**config.mk**
```make
export PLATFORM = sky130hd
export DESIGN_NAME = virtual_timer_trap_emulator_core
export DESIGN_NICKNAME = d
export VERILOG_FILES = /design/src/hdl/vtte_pkg.sv /design/src/hdl/virtual_timer_trap_emulator_core.sv /design/src/hdl/vtte_input_stage.sv /design/src/hdl/vtte_exec.sv /design/src/hdl/vtte_output_stage.sv
export SDC_FILE = /design/constraint.sdc
export NUM_CORES = 2
export LEC_CHECK = 0
export BUFFER_PORTS_ARGS = -buffer_cell sky130_fd_sc_hd__buf_2
export CORE_MARGIN = 2
export CORE_UTILIZATION = 50
export CTS_BUF_LIST = sky130_fd_sc_hd__clkbuf_8
export CTS_CLUSTER_DIAMETER = 30
export DETAILED_ROUTE_END_ITERATION = 10
export GPL_TIMING_DRIVEN = 0
export PLACE_DENSITY = 0.69
export REMOVE_ABC_BUFFERS = 1
export SLEW_MARGIN = 20
export SYNTH_ARGS = -nofsm -noshare
export SYNTH_HDL_FRONTEND = slang
export SYNTH_SLANG_ARGS = --single-unit
```
**constraint.sdc**
```tcl
create_clock -name clock -period 15.05 [get_ports clock]
set_input_delay 2.2575 -clock clock [delete_from_list [all_inputs] [get_ports clock]]
set_output_delay 2.2575 -clock clock [all_outputs]
set_load 0.1 [all_outputs]
```
**src/hdl/vtte_pkg.sv**
```systemverilog
// Package for the virtual timer trap emulator.
// Holds the item types, the outcome codes and the syndrome decode constants.
// No dependencies.
package vtte_pkg;

   typedef enum logic [1:0] {
      OUT_HANDLED = 2'd0,
      OUT_YIELD   = 2'd1,
      OUT_HVC     = 2'd2,
      OUT_HALT    = 2'd3
   } outcome_type;

   typedef struct packed {
      logic [31:0] syndrome;
      logic [63:0] trap_pc;
      logic [63:0] rt_value;
      logic [63:0] x0_value;
      logic [63:0] physical_now;
   } req_type;

   typedef struct packed {
      outcome_type outcome;
      logic [63:0] next_pc;
      logic        reg_write;
      logic [4:0]  reg_index;
      logic [63:0] reg_data;
   } rsp_type;

   // Exception classes.
   localparam logic [5:0] EC_WFX    = 6'h01;
   localparam logic [5:0] EC_HVC    = 6'h16;
   localparam logic [5:0] EC_SYSREG = 6'h18;

   // Hypercall immediates.
   localparam logic [15:0] HVC_NOP    = 16'h0060;
   localparam logic [15:0] HVC_REBASE = 16'h0061;

   localparam logic [4:0] RT_ZERO_REG = 5'd31;

   // System register selectors, op0:op1:crn:crm:2'b00 with op2 ORed into the low bits.
   localparam logic [15:0] SEL_PCT   = 16'hCF81;
   localparam logic [15:0] SEL_VCT   = 16'hCF82;
   localparam logic [15:0] SEL_PTVAL = 16'hCF88;
   localparam logic [15:0] SEL_PCTL  = 16'hCF89;
   localparam logic [15:0] SEL_PCVAL = 16'hCF8A;
   localparam logic [15:0] SEL_VTVAL = 16'hCF8C;
   localparam logic [15:0] SEL_VCTL  = 16'hCF8D;
   localparam logic [15:0] SEL_VCVAL = 16'hCF8E;

   localparam logic [63:0] PC_STEP = 64'd4;

   // Control register view: enable and mask bits, plus the status bit.
   function automatic logic [63:0] ctl_view(input logic [1:0] ctl,
                                            input logic [63:0] count,
                                            input logic [63:0] cmp);
      logic status;
      status = ctl[0] && (count >= cmp);
      return {61'd0, status, ctl};
   endfunction

   function automatic logic [63:0] sext32(input logic [63:0] v);
      return {{32{v[31]}}, v[31:0]};
   endfunction

endpackage

```
**src/hdl/virtual_timer_trap_emulator_core.sv**
```systemverilog
// Virtual timer trap emulator, top level.
// Depends on vtte_pkg, vtte_input_stage, vtte_exec and vtte_output_stage.
//
// Usage:
//   req_ channel: one trap item per handshake (syndrome, trap pc, Rt value,
//   x0 value, physical counter). rsp_ channel: one result item per trap
//   (outcome, resume pc, guest register write-back).
//   Both channels use valid/ready; an item moves when both are high.
//   Path: an accepted trap is held in the input register, then loaded
//   into the result register, from which it is taken on rsp_; a busy
//   result register keeps it waiting in the input register.
//   Throughput: one item per cycle while results are taken. The execute
//   logic between the two registers reads and updates the timer state as
//   the trap moves on, so each trap sees the state left by the one before it.
//   Reset clears the time offset, both timer compares and controls, and
//   empties both registers.
//   When the receiver holds rsp_ready low, the result register keeps its
//   item and the input register holds at most one more trap; req_ready then
//   stays low until the result is taken.
module virtual_timer_trap_emulator_core (
   input  logic              clock,
   input  logic              reset,
   input  logic              req_valid,
   output logic              req_ready,
   input  vtte_pkg::req_type req_item,
   output logic              rsp_valid,
   input  logic              rsp_ready,
   output vtte_pkg::rsp_type rsp_item
);
   import vtte_pkg::*;

   logic    item_valid;
   req_type item;
   logic    out_free;
   logic    advance;
   rsp_type result;

   assign advance = item_valid && out_free;

   vtte_input_stage u_input (
      .clock      (clock),
      .reset      (reset),
      .req_valid  (req_valid),
      .req_ready  (req_ready),
      .req_item   (req_item),
      .advance    (advance),
      .item_valid (item_valid),
      .item       (item)
   );

   vtte_exec u_exec (
      .clock  (clock),
      .reset  (reset),
      .commit (advance),
      .item   (item),
      .result (result)
   );

   vtte_output_stage u_output (
      .clock     (clock),
      .reset     (reset),
      .load      (advance),
      .result    (result),
      .free      (out_free),
      .rsp_valid (rsp_valid),
      .rsp_ready (rsp_ready),
      .rsp_item  (rsp_item)
   );

endmodule

```
**src/hdl/vtte_input_stage.sv**
```systemverilog
// Input register of the trap emulator.
// Holds one accepted trap item until the execute stage takes it; uses vtte_pkg.
module vtte_input_stage (
   input  logic             clock,
   input  logic             reset,
   input  logic             req_valid,
   output logic             req_ready,
   input  vtte_pkg::req_type req_item,
   input  logic             advance,
   output logic             item_valid,
   output vtte_pkg::req_type item
);
   import vtte_pkg::*;

   logic    valid_ff, valid_in;
   req_type item_ff;

   assign req_ready = !valid_ff || advance;
   assign valid_in  = req_ready ? req_valid : valid_ff;

   always_ff @(posedge clock) begin
      if (reset) begin
         valid_ff <= 1'b0;
      end else begin
         valid_ff <= valid_in;
      end
   end

   always_ff @(posedge clock) begin
      if (req_valid && req_ready) begin
         item_ff <= req_item;
      end
   end

   assign item_valid = valid_ff;
   assign item       = item_ff;

endmodule

```
**src/hdl/vtte_exec.sv**
```systemverilog
// Execute stage of the trap emulator: decodes one trap, updates the timer state
// and forms the result item. Uses vtte_pkg.
module vtte_exec (
   input  logic              clock,
   input  logic              reset,
   input  logic              commit,
   input  vtte_pkg::req_type item,
   output vtte_pkg::rsp_type result
);
   import vtte_pkg::*;

   logic [63:0] time_offset_ff, time_offset_in;
   logic [63:0] pcmp_hw_ff, pcmp_hw_in;
   logic [63:0] pcmp_virt_ff, pcmp_virt_in;
   logic [1:0]  pctl_ff, pctl_in;
   logic [63:0] vcmp_ff, vcmp_in;
   logic [1:0]  vctl_ff, vctl_in;

   logic [5:0]  ec;
   logic [15:0] imm;
   logic [15:0] sel;
   logic [4:0]  rt;
   logic        rd;
   logic        has_rt;
   logic [63:0] src;
   logic [63:0] vnow;
   logic [63:0] pc_next;
   logic [63:0] rebase_offset;
   logic        known;
   logic [63:0] val;
   logic        rebase;

   assign ec      = item.syndrome[31:26];
   assign imm     = item.syndrome[15:0];
   // op2 bit 2 lands on crm bit 0, as in the selector encoding.
   assign sel     = {item.syndrome[21:8], 2'b00} | {13'd0, item.syndrome[7:5]};
   assign rt      = item.syndrome[4:0];
   assign rd      = item.syndrome[21];
   assign has_rt  = (rt != RT_ZERO_REG);
   assign src     = has_rt ? item.rt_value : 64'd0;
   assign vnow    = item.physical_now + time_offset_ff;
   assign pc_next = item.trap_pc + PC_STEP;
   assign rebase_offset = item.x0_value - item.physical_now;
   assign rebase  = (ec == EC_HVC) && (imm == HVC_REBASE);

   always_comb begin
      time_offset_in = time_offset_ff;
      pcmp_hw_in     = pcmp_hw_ff;
      pcmp_virt_in   = pcmp_virt_ff;
      pctl_in        = pctl_ff;
      vcmp_in        = vcmp_ff;
      vctl_in        = vctl_ff;
      known          = 1'b1;
      val            = 64'd0;

      result.outcome   = OUT_HALT;
      result.next_pc   = item.trap_pc;
      result.reg_write = 1'b0;
      result.reg_index = 5'd0;
      result.reg_data  = 64'd0;

      priority if (ec == EC_WFX) begin
         result.outcome = OUT_YIELD;
         result.next_pc = pc_next;
      end else if (ec == EC_HVC) begin
         if (imm == HVC_NOP) begin
            result.outcome = OUT_HVC;
         end else if (rebase) begin
            time_offset_in   = rebase_offset;
            pcmp_hw_in       = pcmp_virt_ff - rebase_offset;
            result.outcome   = OUT_HVC;
            result.reg_write = 1'b1;
            result.reg_data  = item.x0_value;
         end
      end else if (ec == EC_SYSREG) begin
         unique case (sel)
            SEL_PCT, SEL_VCT: begin
               val = vnow;
            end
            SEL_PCVAL: begin
               if (rd) begin
                  val          = pcmp_hw_ff + time_offset_ff;
                  pcmp_virt_in = pcmp_hw_ff + time_offset_ff;
               end else begin
                  pcmp_virt_in = src;
                  pcmp_hw_in   = src - time_offset_ff;
               end
            end
            SEL_PCTL: begin
               if (rd) begin
                  val = ctl_view(pctl_ff, item.physical_now, pcmp_hw_ff);
               end else begin
                  pctl_in = src[1:0];
               end
            end
            SEL_PTVAL: begin
               if (rd) begin
                  val = pcmp_virt_ff - vnow;
               end else begin
                  // Hardware compare is virtual compare minus offset, i.e. physical plus delta.
                  pcmp_virt_in = vnow + sext32(src);
                  pcmp_hw_in   = item.physical_now + sext32(src);
               end
            end
            SEL_VCVAL: begin
               if (rd) begin
                  val = vcmp_ff;
               end else begin
                  vcmp_in = src;
               end
            end
            SEL_VCTL: begin
               if (rd) begin
                  val = ctl_view(vctl_ff, vnow, vcmp_ff);
               end else begin
                  vctl_in = src[1:0];
               end
            end
            SEL_VTVAL: begin
               if (rd) begin
                  val = vcmp_ff - vnow;
               end else begin
                  vcmp_in = vnow + sext32(src);
               end
            end
            default: begin
               known = 1'b0;
            end
         endcase
         if (known) begin
            result.outcome = OUT_HANDLED;
            result.next_pc = pc_next;
            if (rd && has_rt) begin
               result.reg_write = 1'b1;
               result.reg_index = rt;
               result.reg_data  = val;
            end
         end
      end else begin
         // Every other exception class halts with no state change.
         result.outcome = OUT_HALT;
      end
   end

   always_ff @(posedge clock) begin
      if (reset) begin
         time_offset_ff <= 64'd0;
         pcmp_hw_ff     <= 64'd0;
         pcmp_virt_ff   <= 64'd0;
         pctl_ff        <= 2'd0;
         vcmp_ff        <= 64'd0;
         vctl_ff        <= 2'd0;
      end else if (commit) begin
         time_offset_ff <= time_offset_in;
         pcmp_hw_ff     <= pcmp_hw_in;
         pcmp_virt_ff   <= pcmp_virt_in;
         pctl_ff        <= pctl_in;
         vcmp_ff        <= vcmp_in;
         vctl_ff        <= vctl_in;
      end
   end

`ifndef ASSERT_OFF
   // The two copies of the physical compare always differ by exactly the offset.
   a_pcmp_consistent: assert property (@(posedge clock) disable iff (reset)
      pcmp_hw_ff + time_offset_ff == pcmp_virt_ff)
      else $error("physical timer compare copies disagree");

   // Only a committed rebase hypercall moves the time offset.
   a_offset_only_rebase: assert property (@(posedge clock) disable iff (reset)
      !(commit && rebase) |=> $stable(time_offset_ff))
      else $error("time offset changed outside a rebase hypercall");

   a_write_outcome: assert property (@(posedge clock) disable iff (reset)
      result.reg_write |-> (result.outcome == OUT_HANDLED || result.outcome == OUT_HVC))
      else $error("register write on a yield or halt");

   a_no_write_clean: assert property (@(posedge clock) disable iff (reset)
      !result.reg_write |-> (result.reg_index == 5'd0 && result.reg_data == 64'd0))
      else $error("register fields set without a register write");
`endif

endmodule

```
**src/hdl/vtte_output_stage.sv**
```systemverilog
// Result register of the trap emulator.
// Holds one result item until the receiver takes it; uses vtte_pkg.
module vtte_output_stage (
   input  logic              clock,
   input  logic              reset,
   input  logic              load,
   input  vtte_pkg::rsp_type result,
   output logic              free,
   output logic              rsp_valid,
   input  logic              rsp_ready,
   output vtte_pkg::rsp_type rsp_item
);
   import vtte_pkg::*;

   logic    valid_ff, valid_in;
   rsp_type item_ff;

   assign free     = !valid_ff || rsp_ready;
   assign valid_in = load || (valid_ff && !rsp_ready);

   always_ff @(posedge clock) begin
      if (reset) begin
         valid_ff <= 1'b0;
      end else begin
         valid_ff <= valid_in;
      end
   end

   always_ff @(posedge clock) begin
      if (load) begin
         item_ff <= result;
      end
   end

   assign rsp_valid = valid_ff;
   assign rsp_item  = item_ff;

endmodule
```
==> results.json <==
{
  "grt_setup_unrepaired": "no",
  "setup_tns_ns": 0,
  "synthDistinctLibCells": 100,
  "htreeDepth": 4,
  "ctsLongestPathBuffers": 3,
  "initialDrtViolationCount": 4860,
  "synth_edf_count": 388,
  "io_buffers": 393,
  "power_density_nw_per_um2": 99.3,
  "post-route-util_pct": 58.8,
  "skew_ns": 0.0457,
  "hold_viol": 0,
  "ys_dominant_reg_cell": "edfxtp_1",
  "tightest_slew_ns": 1.31,
  "grt_overflow": 0,
  "area_growth_pct": 16.5,
  "syn-instance-count": 5493,
  "syn_avg_cell_area_um2": 8.73,
  "die_y_um": 314,
  "layout_setup_ws_ns": 5.32,
  "core_um2": 95000,
  "netlist_top_cells_area": "edfxtp_1, ha_1, dfxtp_1, a21oi_1, xnor2_1",
  "initial_core_util_pct": 50.5,
  "cp.arrival_ns": 10.50,
  "whs_ns": 0.418,
  "cts_tree": "yes",
  "place_ws_ns": 5.86,
  "clock_sinks": 650,
  "fmax_mhz": 103,
  "cts-resized-gates": 0,
  "synth-async-reset-ratio_pct": 0,
  "grt_max_degree": 109,
  "wl_per_cell_um": 23.3,
  "yosys_warnings": 0,
  "slowest_delay_ns": 0.91,
  "row_count": 113,
  "cts-root-buf": "clkbuf_8",
  "num_io_pins": 430,
  "clk_pin_slew_worst_paths_ns": 0.05,
  "gp_congestion": 0.990,
  "slew_headroom_pct": 11.7,
  "hold_buffers": 0,
  "finalCritPeriodShare_pct": 64.6,
  "synth_area_leader_cell": "edfxtp_1",
  "hold_class": "flop to flop",
  "ant_nets": 0,
  "die_w_um": 314,
  "grt_usage_pct": 33.6,
  "ys_seq_elements": 650,
  "maxSlewViolCount": 0,
  "ir_drop_v": 0.0000822,
  "die-area_um2": 98400,
  "min_period_ns": 9.73,
  "antenna_found_initial": 6,
  "p_total_uw": 5550,
  "dr.pass1.iters": 8,
  "seq_area_frac_synth_pct": 35.2,
  "setup_violations": 0,
  "layout-drive-gt1-share_pct": 13.7,
  "clk-insertion-delay-late_ns": 0.89,
  "vias": 44548,
  "drc": 0,
  "grt_pass1_vias": 41806,
  "power.leakage_uw": 0.0239,
  "critPathRequiredTime_ns": 15.82,
  "worstSetupEndpointType": "flop",
  "netlist_area_um2": 48000,
  "dp_hpwl_mm": 133,
  "grt_pass1_wl_mm": 252,
  "cp_max_fo": 8,
  "synth_top_cell_area_share_pct": 24.3,
  "max_cap_violations": 0,
  "outcome": "finished, final reports clean",
  "drt-total-wl_mm": 170,
  "crit_path_top_delay_cell": "nor4_2",
  "worstSetupPathType": "flop to flop",
  "layout.nets": 6639,
  "worstSetupStartpointType": "flop",
  "viasPerCell": 6.09,
  "post_cts_buffers": 0,
  "cts_made_buffers": 175
}
==> state kept, by name (all words and copies together), names as in the netlist <==
signal and cells:
u_exec.pcmp_virt_ff 64, u_exec.time_offset_ff 64, u_input.item_valid 1, u_exec.vcmp_ff 64, u_exec.pctl_ff 2, u_exec.pcmp_hw_ff 64
u_exec.vctl_ff 2, u_input.item 252, u_output.rsp_item 136, u_output.rsp_valid 1
==> path summary, 6_finish.rpt <==
path                                     from                                  to  slack [ns]  cells past startpoint
setup / recovery   u_input.item[21]$_DFFE_PP_  u_exec.pcmp_hw_ff[61]$_SDFFE_PP0P_        5.32                     30
setup reg to reg   u_input.item[21]$_DFFE_PP_  u_exec.pcmp_hw_ff[61]$_SDFFE_PP0P_        5.32                     30
hold reg to reg   u_input.item[192]$_DFFE_PP_     u_output.rsp_item[70]$_DFFE_PP_        0.42                      0
hold / removal    u_input.item[192]$_DFFE_PP_     u_output.rsp_item[70]$_DFFE_PP_        0.42                      0
==> cell families after synthesis <==
family          count (synthesis)  share of synthesized area, %
compound gates               1770                          23.7
xor+xnor                      407                          7.49
fa+ha+maj                     464                          12.2
buf+inv                       548                          4.33
flops                         650                          35.2
mux                            48                          1.11
simple gates                 1606                          15.9
==> power breakdown <==
part | leakage, µW | switching, µW | internal [µW] | total, µW
clock | 0.00213 | 1010 | 1740 | 2750
sequential | 0.00580 | 44.8 | 1950 | 2000
combinational | 0.0160 | 539 | 258 | 797
==> worst max-delay path, delay by kind of cell (launching register included) <==
kind | cells | cell delay (ns)
compound gates | 13 | 4.18
xor+xnor | 2 | 0.35
fa+ha+maj | 2 | 0.82
buf+inv | 1 | 0.09
flops | 1 | 0.48
simple gates | 12 | 3.66
==> Yosys cell counts, types with 36 or more instances <==
cell / number
o21a_1: 42
xnor2_1: 265
o211ai_1: 36
a21o_1: 243
and2_1: 64
a211oi_1: 87
nand3_1: 140
ha_1: 452
nand2b_1: 59
nor2_1: 431
and3_1: 52
nor3_1: 66
a21oi_1: 596
o21ai_0: 313
nand2_1: 477
o21bai_1: 81
edfxtp_1: 388
xor2_1: 139
clkbuf_1: 215
nand4_1: 91
dfxtp_1: 262
inv_1: 315
nor2b_1: 120
a31oi_1: 46
==> per-stage QoR <==
| stage | std cells | cell area, µm² |
|---|---|---|
| 2_1_floorplan | 5264 | 47100 |
| 3_3_place_gp | 6922 | 50600 |
| 3_5_place_dp | 6975 | 51600 |
| 4_1_cts | 7301 | 55800 |
| 5_1_grt | 7304 | 55800 |
| 6_report | 7309 | 55900 |
==> final cells by class <==
| cell class | instances | area [µm²] |
|---|---|---|
| well taps | 1265 | 1580 |
| fillers | 8527 | 39100 |
| diodes | 8 | 20.0 |
| flip-flops and latches | 650 | 16900 |
| inverters | 319 | 1210 |
| repair buffers | 446 | 2820 |
| clock buffers | 184 | 2530 |
| clock inverters | 142 | 1700 |
| multi-input cells | 4295 | 29100 |
==> layout by cell type, fill, tap and decap left out, drive strengths merged, types with 244 or more instances in the layout <==
master / count
nand2: 477
xnor2: 267
nor2: 431
a21o: 244
inv: 346
edfxtp: 388
a21oi: 597
dfxtp: 262
buf: 446
o21ai: 322
ha: 452
==> metal layers <==
metal / vias up / track usage, % / share of wire [%]
met5: - / 0 / 0.016
met4: 4 / 13.5 / 3.8
met3: 365 / 6.62 / 8.7
met2: 2007 / 51.0 / 43
met1: 21118 / 46.8 / 44
li1: 21054 / - / -
Power figures use the tool's default switching activity.
